## config.mk

```make
export PLATFORM = sky130hd
export DESIGN_NAME = stbs_ctrl
export DESIGN_NICKNAME = d
export VERILOG_FILES = /design/src/hw/rtl/stbs_pkg.sv /design/src/hw/rtl/stbs_ctrl.sv
export SDC_FILE = /design/constraint.sdc
export NUM_CORES = 1
export LEC_CHECK = 0
export BUFFER_PORTS_ARGS = -buffer_cell sky130_fd_sc_hd__buf_2
export CORE_AREA = 2 2 39 41
export DETAILED_ROUTE_END_ITERATION = 7
export DIE_AREA = 0 0 41 43
export PLACE_DENSITY = 0.58
export SYNTH_ARGS = -nofsm -noshare
export SYNTH_HDL_FRONTEND = slang
export SYNTH_SLANG_ARGS = --single-unit
```

## constraint.sdc

```tcl
create_clock -name clk -period 2.8 [get_ports clk]
set_input_delay 0.28 -clock clk [delete_from_list [all_inputs] [get_ports clk]]
set_output_delay 0.28 -clock clk [all_outputs]
set_load 0.1 [all_outputs]
```

## src/hw/rtl/stbs_pkg.sv

```systemverilog
package stbs_pkg;

  localparam int unsigned KEY_W  = 32;
  localparam int unsigned KIND_W = 2;
  localparam int unsigned POS_W  = 10;

  localparam logic [KIND_W-1:0] KIND_CLEAR  = 2'd0;
  localparam logic [KIND_W-1:0] KIND_INSERT = 2'd1;
  localparam logic [KIND_W-1:0] KIND_QUERY  = 2'd2;

  typedef struct packed {
    logic [KIND_W-1:0]       kind;
    logic signed [KEY_W-1:0] value;
  } in_item_t;

  typedef struct packed {
    logic                    hit;
    logic [POS_W-1:0]        position;
    logic signed [KEY_W-1:0] key_echo;
    logic                    table_full;
  } out_item_t;

  // Commands from the controller to the datapath.
  typedef struct packed {
    logic load;       // latch key, set up insert place and search bounds
    logic clear_cnt;  // empty the table
    logic rd_ins;     // read the entry below the insert place
    logic rd_q;       // read the search midpoint and keep it
    logic wr_shift;   // move the entry read up by one place
    logic wr_key;     // write the key at the insert place, count one more
    logic q_lo;       // search continues above the midpoint
    logic q_hi;       // search continues below the midpoint
    logic finish;     // present a result
    logic res_hit;
    logic res_full;
  } cmd_t;

  // Status from the datapath to the controller.
  typedef struct packed {
    logic full;
    logic place_zero;
    logic range_empty;
    logic key_lt;
    logic key_gt;
  } sts_t;

endpackage

```

## src/hw/rtl/stbs_ctrl.sv

```systemverilog
module stbs_ctrl (
  input  logic                         clk,
  input  logic                         rst_n,
  input  logic                         start,
  input  logic [stbs_pkg::KIND_W-1:0]  kind,
  input  stbs_pkg::sts_t               sts,
  output stbs_pkg::cmd_t               cmd,
  output logic                         busy
);

  localparam logic [2:0] ST_IDLE    = 3'd0;
  localparam logic [2:0] ST_INS_RD  = 3'd1;
  localparam logic [2:0] ST_INS_CMP = 3'd2;
  localparam logic [2:0] ST_Q_RD    = 3'd3;
  localparam logic [2:0] ST_Q_CMP   = 3'd4;
  localparam logic [2:0] ST_DONE    = 3'd5;

  logic [2:0] state_r;
  logic [2:0] state_nxt;

  always_ff @(posedge clk) begin
    if (!rst_n) begin
      state_r <= ST_IDLE;
    end else begin
      state_r <= state_nxt;
    end
  end

  always_comb begin
    state_nxt = state_r;
    cmd       = '0;
    unique case (state_r)
      ST_IDLE: begin
        if (start) begin
          cmd.load = 1'b1;
          if (kind == stbs_pkg::KIND_INSERT) begin
            state_nxt = ST_INS_RD;
          end else if (kind == stbs_pkg::KIND_QUERY) begin
            state_nxt = ST_Q_RD;
          end else begin
            cmd.clear_cnt = (kind == stbs_pkg::KIND_CLEAR);
            state_nxt     = ST_DONE;
          end
        end
      end
      // The count only changes when the key lands, so full is checked on each
      // pass through this state and stays false while entries shift.
      ST_INS_RD: begin
        if (sts.full) begin
          cmd.finish   = 1'b1;
          cmd.res_full = 1'b1;
          state_nxt    = ST_IDLE;
        end else if (sts.place_zero) begin
          cmd.wr_key = 1'b1;
          cmd.finish = 1'b1;
          state_nxt  = ST_IDLE;
        end else begin
          cmd.rd_ins = 1'b1;
          state_nxt  = ST_INS_CMP;
        end
      end
      ST_INS_CMP: begin
        if (sts.key_lt) begin
          cmd.wr_shift = 1'b1;
          state_nxt    = ST_INS_RD;
        end else begin
          cmd.wr_key = 1'b1;
          cmd.finish = 1'b1;
          state_nxt  = ST_IDLE;
        end
      end
      ST_Q_RD: begin
        if (sts.range_empty) begin
          cmd.finish = 1'b1;
          state_nxt  = ST_IDLE;
        end else begin
          cmd.rd_q  = 1'b1;
          state_nxt = ST_Q_CMP;
        end
      end
      ST_Q_CMP: begin
        if (sts.key_lt) begin
          cmd.q_hi  = 1'b1;
          state_nxt = ST_Q_RD;
        end else if (sts.key_gt) begin
          cmd.q_lo  = 1'b1;
          state_nxt = ST_Q_RD;
        end else begin
          cmd.finish  = 1'b1;
          cmd.res_hit = 1'b1;
          state_nxt   = ST_IDLE;
        end
      end
      ST_DONE: begin
        cmd.finish = 1'b1;
        state_nxt  = ST_IDLE;
      end
      default: begin
        state_nxt = ST_IDLE;
      end
    endcase
  end

  assign busy = (state_r != ST_IDLE);

endmodule

```

==> run summary, run 1 <==
The number of cells on the worst reg-to-reg path is 3. The post-synthesis cell type count was 28. After synthesis, the share of cell area in mux cells is 2.73%. The final layout contains routed wiring with a total length of 928 um. The cell depth of the worst hold path came out at 3. The detailed router finished its first iteration with 3 violations. The via count of the first global-routing pass is 320, and the routability-driven placement congestion ratio is 0.666.

The critical path data required time was 2.52 ns; the vertical die dimension was 43 um. At the pin with the least slew margin, the transition time is 0.490 ns. Clock-pin slew was measured on the worst setup and hold paths at 0.04 ns.

The run gives 0 as the remaining number of nets flagged by the antenna check after routing. The total overflow left after global routing is 0. The logs give 3 for the number of buffers added by the clock tree synthesis step and 0.157 mW for the cell-internal power. The analysis attributes to cell leakage a power of 0.275 nW.

In the synthesized netlist, the number of instances is 46. The worst min-delay path category was in -> reg. The post-cts resize count is 0, and the floorplan core area is 1380 sq um.

The first global-routing pass estimated 1370 um of wire. The run gives 494 sq um as the area after detailed placement. The number of max-slew violations in the final report came out at 0.

Summed over all nets, the half-perimeter wirelength after detailed placement is 718 um. After routing the design area is 520 sq um. The count of input and output buffers came out at 21. The number of hold buffers added after CTS was 0. In this run the count of I/O pins placed on the die edge is 22. In the final routed layout, each cell accounts on average for 11.0 um.

In the final layout, the share of cells above drive strength 1 is 52.9%. Among all stages on the critical path, the largest delay is contributed by sky130_fd_sc_hd__dfxtp_1. Setup repair after global routing left no endpoint under its margin. The total of endpoints with negative setup slack in the final report came out at 0.

The via count was 403; the total negative slack for setup checks was 0 ns. In the final layout, the registers with the most flip-flops are state_r (3). The initial antenna violation count was 0.

The worst setup path is captured at an output pin. In this run the worst path has a maximum fanout of 11. By area, the combinational part of the netlist is dominated by simple AND/OR/NAND/NOR gates.

The power density over the cells was 756 nW/um^2. Counting flops and latches in the post-synthesis netlist gives 3. Combinational logic burns 60.6% of the power. The final critical path time including I/O delays and setup is 2.15 ns. Setup fix buffers added after clock tree synthesis: 0. The die outline area is 1760 sq um. The die is 41 um wide. The maximum root-to-sink buffer count is 2, and the length of the first detailed-routing pass in iterations is 4. In the routed design, unresolved DRC markers number 0. The worst register-to-register path begins at state_r[0].

The post-synthesis cell type with the largest combined area is sky130_fd_sc_hd__dfxtp_1. The worst max-slew margin expressed relative to the limit is 67.5%. The logs give 1.87 ns for the endpoint arrival time on the critical path and 367 sq um for the area of the mapped netlist.

The share of total power in the clock network was 20.7%; the sequential fraction of the synthesis area was 16.4%. The simple-gate share of the synthesized area is 41.6%. The tools report the worst min-delay path startpoint as rst_n.

The Yosys step of the flow raised 0 warnings. Averaged over all synthesized cells, the footprint is 7.97 sq um. Level count of the clock H-tree: 1. The area growth from synthesis to layout is 42.0%. Critical path's largest stage delay: 0.60 ns. The largest register by flop count is state_r. The share of total power dissipated in sequential elements is 18.7%. The tools report the worst setup path startpoint as state_r[0].

The critical path in this run is classified as reg -> out. The tools report the number of nets in the layout as 81. The compound-gate portion of the synthesized area was 20.8%; the mean number of vias per cell was 4.80. The area share of fa/ha/maj cells after synthesis came out at 6.83%. The floorplan has 14 rows. The initial utilization of the core area, before any placement, comes to 26.5%. STA classifies the critical path startpoint as a flip-flop.

The run finished with clean final reports. At the later pin of the worst-skew pair, clock insertion delay measures 0.25 ns. For the final database, setup skew stands at 0.0102 ns. The tree built by TritonCTS fans out to 3 sinks. The final number of hold-violating endpoints was 0; the largest net degree at the start of global routing was 15. 0 antenna diodes ended up in the layout.

Global routing used 11.8% of the available tracks. For the post-synth net total, the log shows 58. In the post-synthesis netlist, the biggest area contributors are sky130_fd_sc_hd__dfxtp_1 (16%), sky130_fd_sc_hd__ha_1 (6.8%), sky130_fd_sc_hd__nor3b_1 (6.1%). Derived from the worst setup path, the maximum achievable clock frequency is 465 MHz.

The worst-case IR drop observed on VDD is 326 uV. The signal on the critical path passes through nand2b_4 > or4_4 > inv_1 > buf_2. The share of the synthesized area in the top cell type was 16.4%; the switching power as a share of total power was 60.1%.

The register with the most flip-flops in the layout has 3 of them. The XOR/XNOR share of the synthesized area works out to 0%. Reported max-cap violation count: 0. The tools report the clock tree root driver cell as sky130_fd_sc_hd__clkbuf_4.

TritonCTS built the clock tree. In this run the power spent charging and discharging nets is 0.237 mW. Of the available clock period, the critical path in the final layout requires 76.8%.
layout by cell type (no fill, tap or decap), drive strengths merged:
master	synthesis	routed
a21oi	2	2
inv	5	5
o21ba	1	1
o221ai	1	1
a2111oi	1	1
or4	2	2
buf	3	21
nor3b	3	3
nand3	1	1
nor2	5	5
and2	1	1
nand3b	1	1
ha	2	2
dfxtp	3	3
nor3	4	4
nand2	1	1
a22o	1	1
and3	2	2
a31oi	1	1
nor4b	1	1
clkbuf	0	4
mux2i	1	1
nand2b	2	2
o21ai	2	2
critical path: cells and delay by family, from the launching register on:
family,cells,cell delay (ns)
DFF,1,0.60
and+or+nand+nor,2,0.54
buffers and inverters,2,0.47
final cells by class:
| type | count | area [sq um] |
|---|---|---|
| multi-input combinational | 35 | 290 |
| inverter | 5 | 18.8 |
| tap | 16 | 20.0 |
| sequential | 3 | 60.1 |
| fill | 150 | 863 |
| clock buffer | 4 | 26.3 |
| timing repair buffer | 21 | 105 |
power groups by stage:
stage,clock (mW),combinational [mW],sequential [mW]
finish,0.0816,0.239,0.0735
global route,0.0902,0.250,0.0760
CTS,0.0820,0.240,0.0731
detailed placement,0,0.240,0.0741
global placement,0,0.239,0.0735
floorplan,0,0.230,0.0548
cell usage after synthesis:
cell,number
sky130_fd_sc_hd__a2111oi_2,1
sky130_fd_sc_hd__a21oi_1,1
sky130_fd_sc_hd__a21oi_2,1
sky130_fd_sc_hd__a22o_1,1
sky130_fd_sc_hd__a31oi_1,1
sky130_fd_sc_hd__and2_1,1
sky130_fd_sc_hd__and3_1,2
sky130_fd_sc_hd__buf_2,1
sky130_fd_sc_hd__buf_4,1
sky130_fd_sc_hd__buf_6,1
sky130_fd_sc_hd__dfxtp_1,3
sky130_fd_sc_hd__ha_1,2
sky130_fd_sc_hd__inv_1,5
sky130_fd_sc_hd__mux2i_1,1
sky130_fd_sc_hd__nand2_1,1
sky130_fd_sc_hd__nand2b_1,1
sky130_fd_sc_hd__nand2b_4,1
sky130_fd_sc_hd__nand3_2,1
sky130_fd_sc_hd__nand3b_1,1
sky130_fd_sc_hd__nor2_1,5
sky130_fd_sc_hd__nor3_1,4
sky130_fd_sc_hd__nor3b_1,3
sky130_fd_sc_hd__nor4b_1,1
sky130_fd_sc_hd__o21ai_0,1
sky130_fd_sc_hd__o21ai_2,1
sky130_fd_sc_hd__o21ba_1,1
sky130_fd_sc_hd__o221ai_1,1
sky130_fd_sc_hd__or4_4,2
stage by stage:
step           hold WS [ns]  std cells  util (%)  total power, mW  setup slack (ns)
6_report              0.313         84      37.6            0.394             0.649
3_5_place_dp          0.560         80      35.7            0.314             0.917
2_1_floorplan         0.424         46         -            0.285             0.194
4_1_cts               0.315         84      37.6            0.395             0.653
5_1_grt               0.321         84      37.6            0.416             0.575
3_3_place_gp          0.559         80      35.7            0.313             0.934
worst paths after layout:
| path | end | slack [ns] |
|---|---|---|
| max | cmd[8] | 0.65 |
| min | state_r[1] | 0.31 |
| max reg2reg | state_r[2] | 1.38 |
| min reg2reg | state_r[0] | 0.71 |
layer usage:
layer / share of wire [%] / GRT usage (%)
met5: 0 / 0
met4: 2.9 / 10.0
met3: 7.2 / 3.14
met2: 42 / 13.1
met1: 47 / 17.5
cell families (layout without fill, tap and decap cells):
kind of cell               Yosys count  in the layout
adders and majority gates            2              2
AOI/OAI and AO/OA                    9              9
and+or+nand+nor                     23             23
buffers and inverters                8             30
muxes                                1              1
DFF                                  3              3
No activity file was read; power rests on OpenSTA's default activity.
==> run 2: changes to the inputs <==
--- a/config.mk
+++ b/config.mk
@@ -9,7 +9,7 @@
 export CORE_AREA = 2 2 39 41
 export DETAILED_ROUTE_END_ITERATION = 7
 export DIE_AREA = 0 0 41 43
-export PLACE_DENSITY = 0.58
+export PLACE_DENSITY = 0.6
 export SYNTH_ARGS = -nofsm -noshare
 export SYNTH_HDL_FRONTEND = slang
 export SYNTH_SLANG_ARGS = --single-unit
==> constraint.sdc (replaced) <==
create_clock -name clk -period 1.75 [get_ports clk]
set_input_delay 0.175 -clock clk [delete_from_list [all_inputs] [get_ports clk]]
set_output_delay 0.175 -clock clk [all_outputs]
set_load 0.1 [all_outputs]
==> run summary, run 2 (synthesized netlist as in run 1, its figures left out) <==
The tools report the initial antenna violation count as 0. The register with the most flip-flops in the layout has 3 of them. The number of hold buffers added after CTS was 0. The via count of the first global-routing pass is 436. The highest clock rate is 594 MHz. The number of max-slew violations in the final report is 0. Clock tree synthesis found a total of 3 sinks. The combinational cell fraction of total power was 70.8%; the slew at the pin with the worst max-slew slack was 0.302 ns. The initialized floorplan defines 14 standard-cell rows.

On the final layout, the worst clock skew is 0.00363 ns. The worst vdd rail ir drop is 607 uV, and the overall die width is 41 um. In this run the worst hold path is classified as in -> reg. The largest fanout of any net on the critical path is 10. The number of nets in the layout was 84. Ranked by flip-flop count, first place goes to state_r. For the number of buffers added by the clock tree synthesis step, the log shows 3. The setup fix buffers added after clock tree synthesis was 0.

STA classifies the critical path startpoint as a flip-flop. In this run the power density over the cells is 1030 nW/um^2. The category of the critical setup timing path is reg -> out.

The clock latency on the worst-skew pair was 0.24 ns; the vertical die dimension was 43 um. The final critical path time including I/O delays and setup was 1.68 ns; the final antenna diode count was 0. The wire length of the first global-routing pass is 1790 um. For the post-cts resize count, the log shows 0. In this run the static leakage power is 0.349 nW. The maximum root-to-sink buffer count was 2; the endpoint arrival time on the critical path was 1.51 ns.

For this design the total switching power over the nets is 0.419 mW. The run finished with clean final reports. The routability-driven placement congestion ratio was 0.740; the power share of the sequential group was 13.0%. The area overhead of the layout relative to synthesis works out to 109%. The worst reg2reg path depth is 4.

The library cell used most frequently in the layout, excluding fill and tap cells, is sky130_fd_sc_hd__buf_12. The first detailed-routing pass took 3 iterations. For this configuration, the core starts out at a cell density of 26.5%.

The tool flagged a number of max-cap violations equal to 0. For the floorplan core area, the log shows 1380 sq um. The tools report the type of element capturing the critical path as an output pin. Share of post-route cells with drive strength above 1: 63.4%. The routed layout has 438 vias.

The logs give 1760 sq um for the die outline area and 12 for the count of routing violations after the opening detailed-route iteration. The clock tree root driver cell is sky130_fd_sc_hd__clkbuf_4. Summed over all nets, wire length on met2 after detailed routing comes to 592 um. Setup repair after global routing left no endpoint under its margin. Once detail routing completed, the nets flagged for antenna violations numbered 0. In the layout the commonest cells are sky130_fd_sc_hd__buf_12 (12), sky130_fd_sc_hd__buf_2 (9), sky130_fd_sc_hd__inv_1 (5). Largest net degree at the start of global routing: 11. At the worst endpoint, the required time is 1.57 ns. For the level count of the clock H-tree, the log shows 1. The finished layout holds 87 standard cells, fillers aside. The detailed-route DRC error count is 0. After detailed routing, the average wire length per cell comes to 13.0 um.

In the routed layout, each cell is associated on average with a via count of 5.03. Global routing finished with a remaining overflow of 0. TritonCTS built the clock tree. During placement, the flow inserted port buffers numbering 21. The tools report the reg-to-reg setup timing slack as 0.28 ns. Prior to clock tree synthesis, the placed netlist has a worst setup slack of 0.263 ns. During I/O placement, the number of pins put on the boundary was 22.

The share of total power in the clock network is 16.2%. The capture endpoint of the worst hold path was state_r[1]. Aggregate routed wire length: 1130 um. In this run the top signal layer used is met4.

The switching power as a share of total power came out at 53.3%. For the total negative slack for setup checks, the log shows 0 ns. After detailed routing, the wire length on met1 is 427 um. Setup violations remaining at the end of the flow were counted as 0.

The cell depth of the worst hold path is 3. The tools report the HPWL after detailed placement as 916 um. The worst register-to-register path ends at state_r[2]. After detailed routing, the met3 layer carries 74 um of wire. In the global route stage, overall resource usage came out at 14.9%. In the final layout, the registers with the most flip-flops are state_r (3).

Across all setup checks in the final design, the least slack found is 0.0665 ns. Once placement completed, the tool counted placed cells totaling 83. In this run the critical register-to-register path is launched from state_r[0]. The CTS clock-pin slew for the worst setup and hold paths works out to 0.04 ns. Internal power comes to 0.367 mW. The worst pin sits at a relative slew slack of 79.9%. Final-layout worst hold slack: 0.196 ns. The worst hold path begins at rst_n. The final number of hold-violating endpoints was 0. The final clock period utilization by the worst path works out to 96.2%.
==> run 2: worst max path at each step <==
stage,from,slack (ns),cells past startpoint,end
6_report,state_r[2],0.07,4,cmd[8]
5_1_grt,state_r[0],0.02,5,cmd[4]
4_1_cts,state_r[0],0.005,5,cmd[4]
3_5_place_dp,state_r[2],0.26,4,cmd[8]
3_3_place_gp,state_r[2],0.27,4,cmd[8]
2_1_floorplan,state_r[0],-0.20,3,cmd[0]
==> run 2: area by class of cell <==
class                   instances  area [sq um]
repair buffers                 24           308
inverters                       5          18.8
fillers                       125           618
clock buffers                   4          26.3
flip-flops and latches          3          62.6
multi-input cells              35           330
well taps                      16          20.0
==> run 2: stage by stage <==
stage	instance area, sq um	utilization (%)	power, mW
6_report	766	55.3	0.786
2_1_floorplan	423	-	0.468
5_1_grt	766	55.3	0.822
4_1_cts	753	54.4	0.780
3_5_place_dp	727	52.5	0.651
3_3_place_gp	727	52.5	0.644
==> run 2: layer usage <==
metal	vias up	track usage, %
met5	-	0
met4	0	9.33
met3	4	5.76
met2	20	22.8
met1	198	16.3
li1	216	-
==> run 2: worst max-delay path: stages (launching register included) <==
cell	delay, ns
sky130_fd_sc_hd__dfxtp_2	0.37
sky130_fd_sc_hd__nand2b_4	0.18
sky130_fd_sc_hd__or4_4	0.43
sky130_fd_sc_hd__inv_1	0.11
sky130_fd_sc_hd__buf_12	0.18
==> run 2: power groups by stage <==
stage	Sequential, mW	Combinational [mW]	Clock [mW]
after global placement	0.101	0.543	0
after floorplan	0.0876	0.380	0
final	0.103	0.556	0.127
after detailed placement	0.101	0.550	0
after global routing	0.105	0.579	0.138
after CTS	0.0999	0.550	0.130
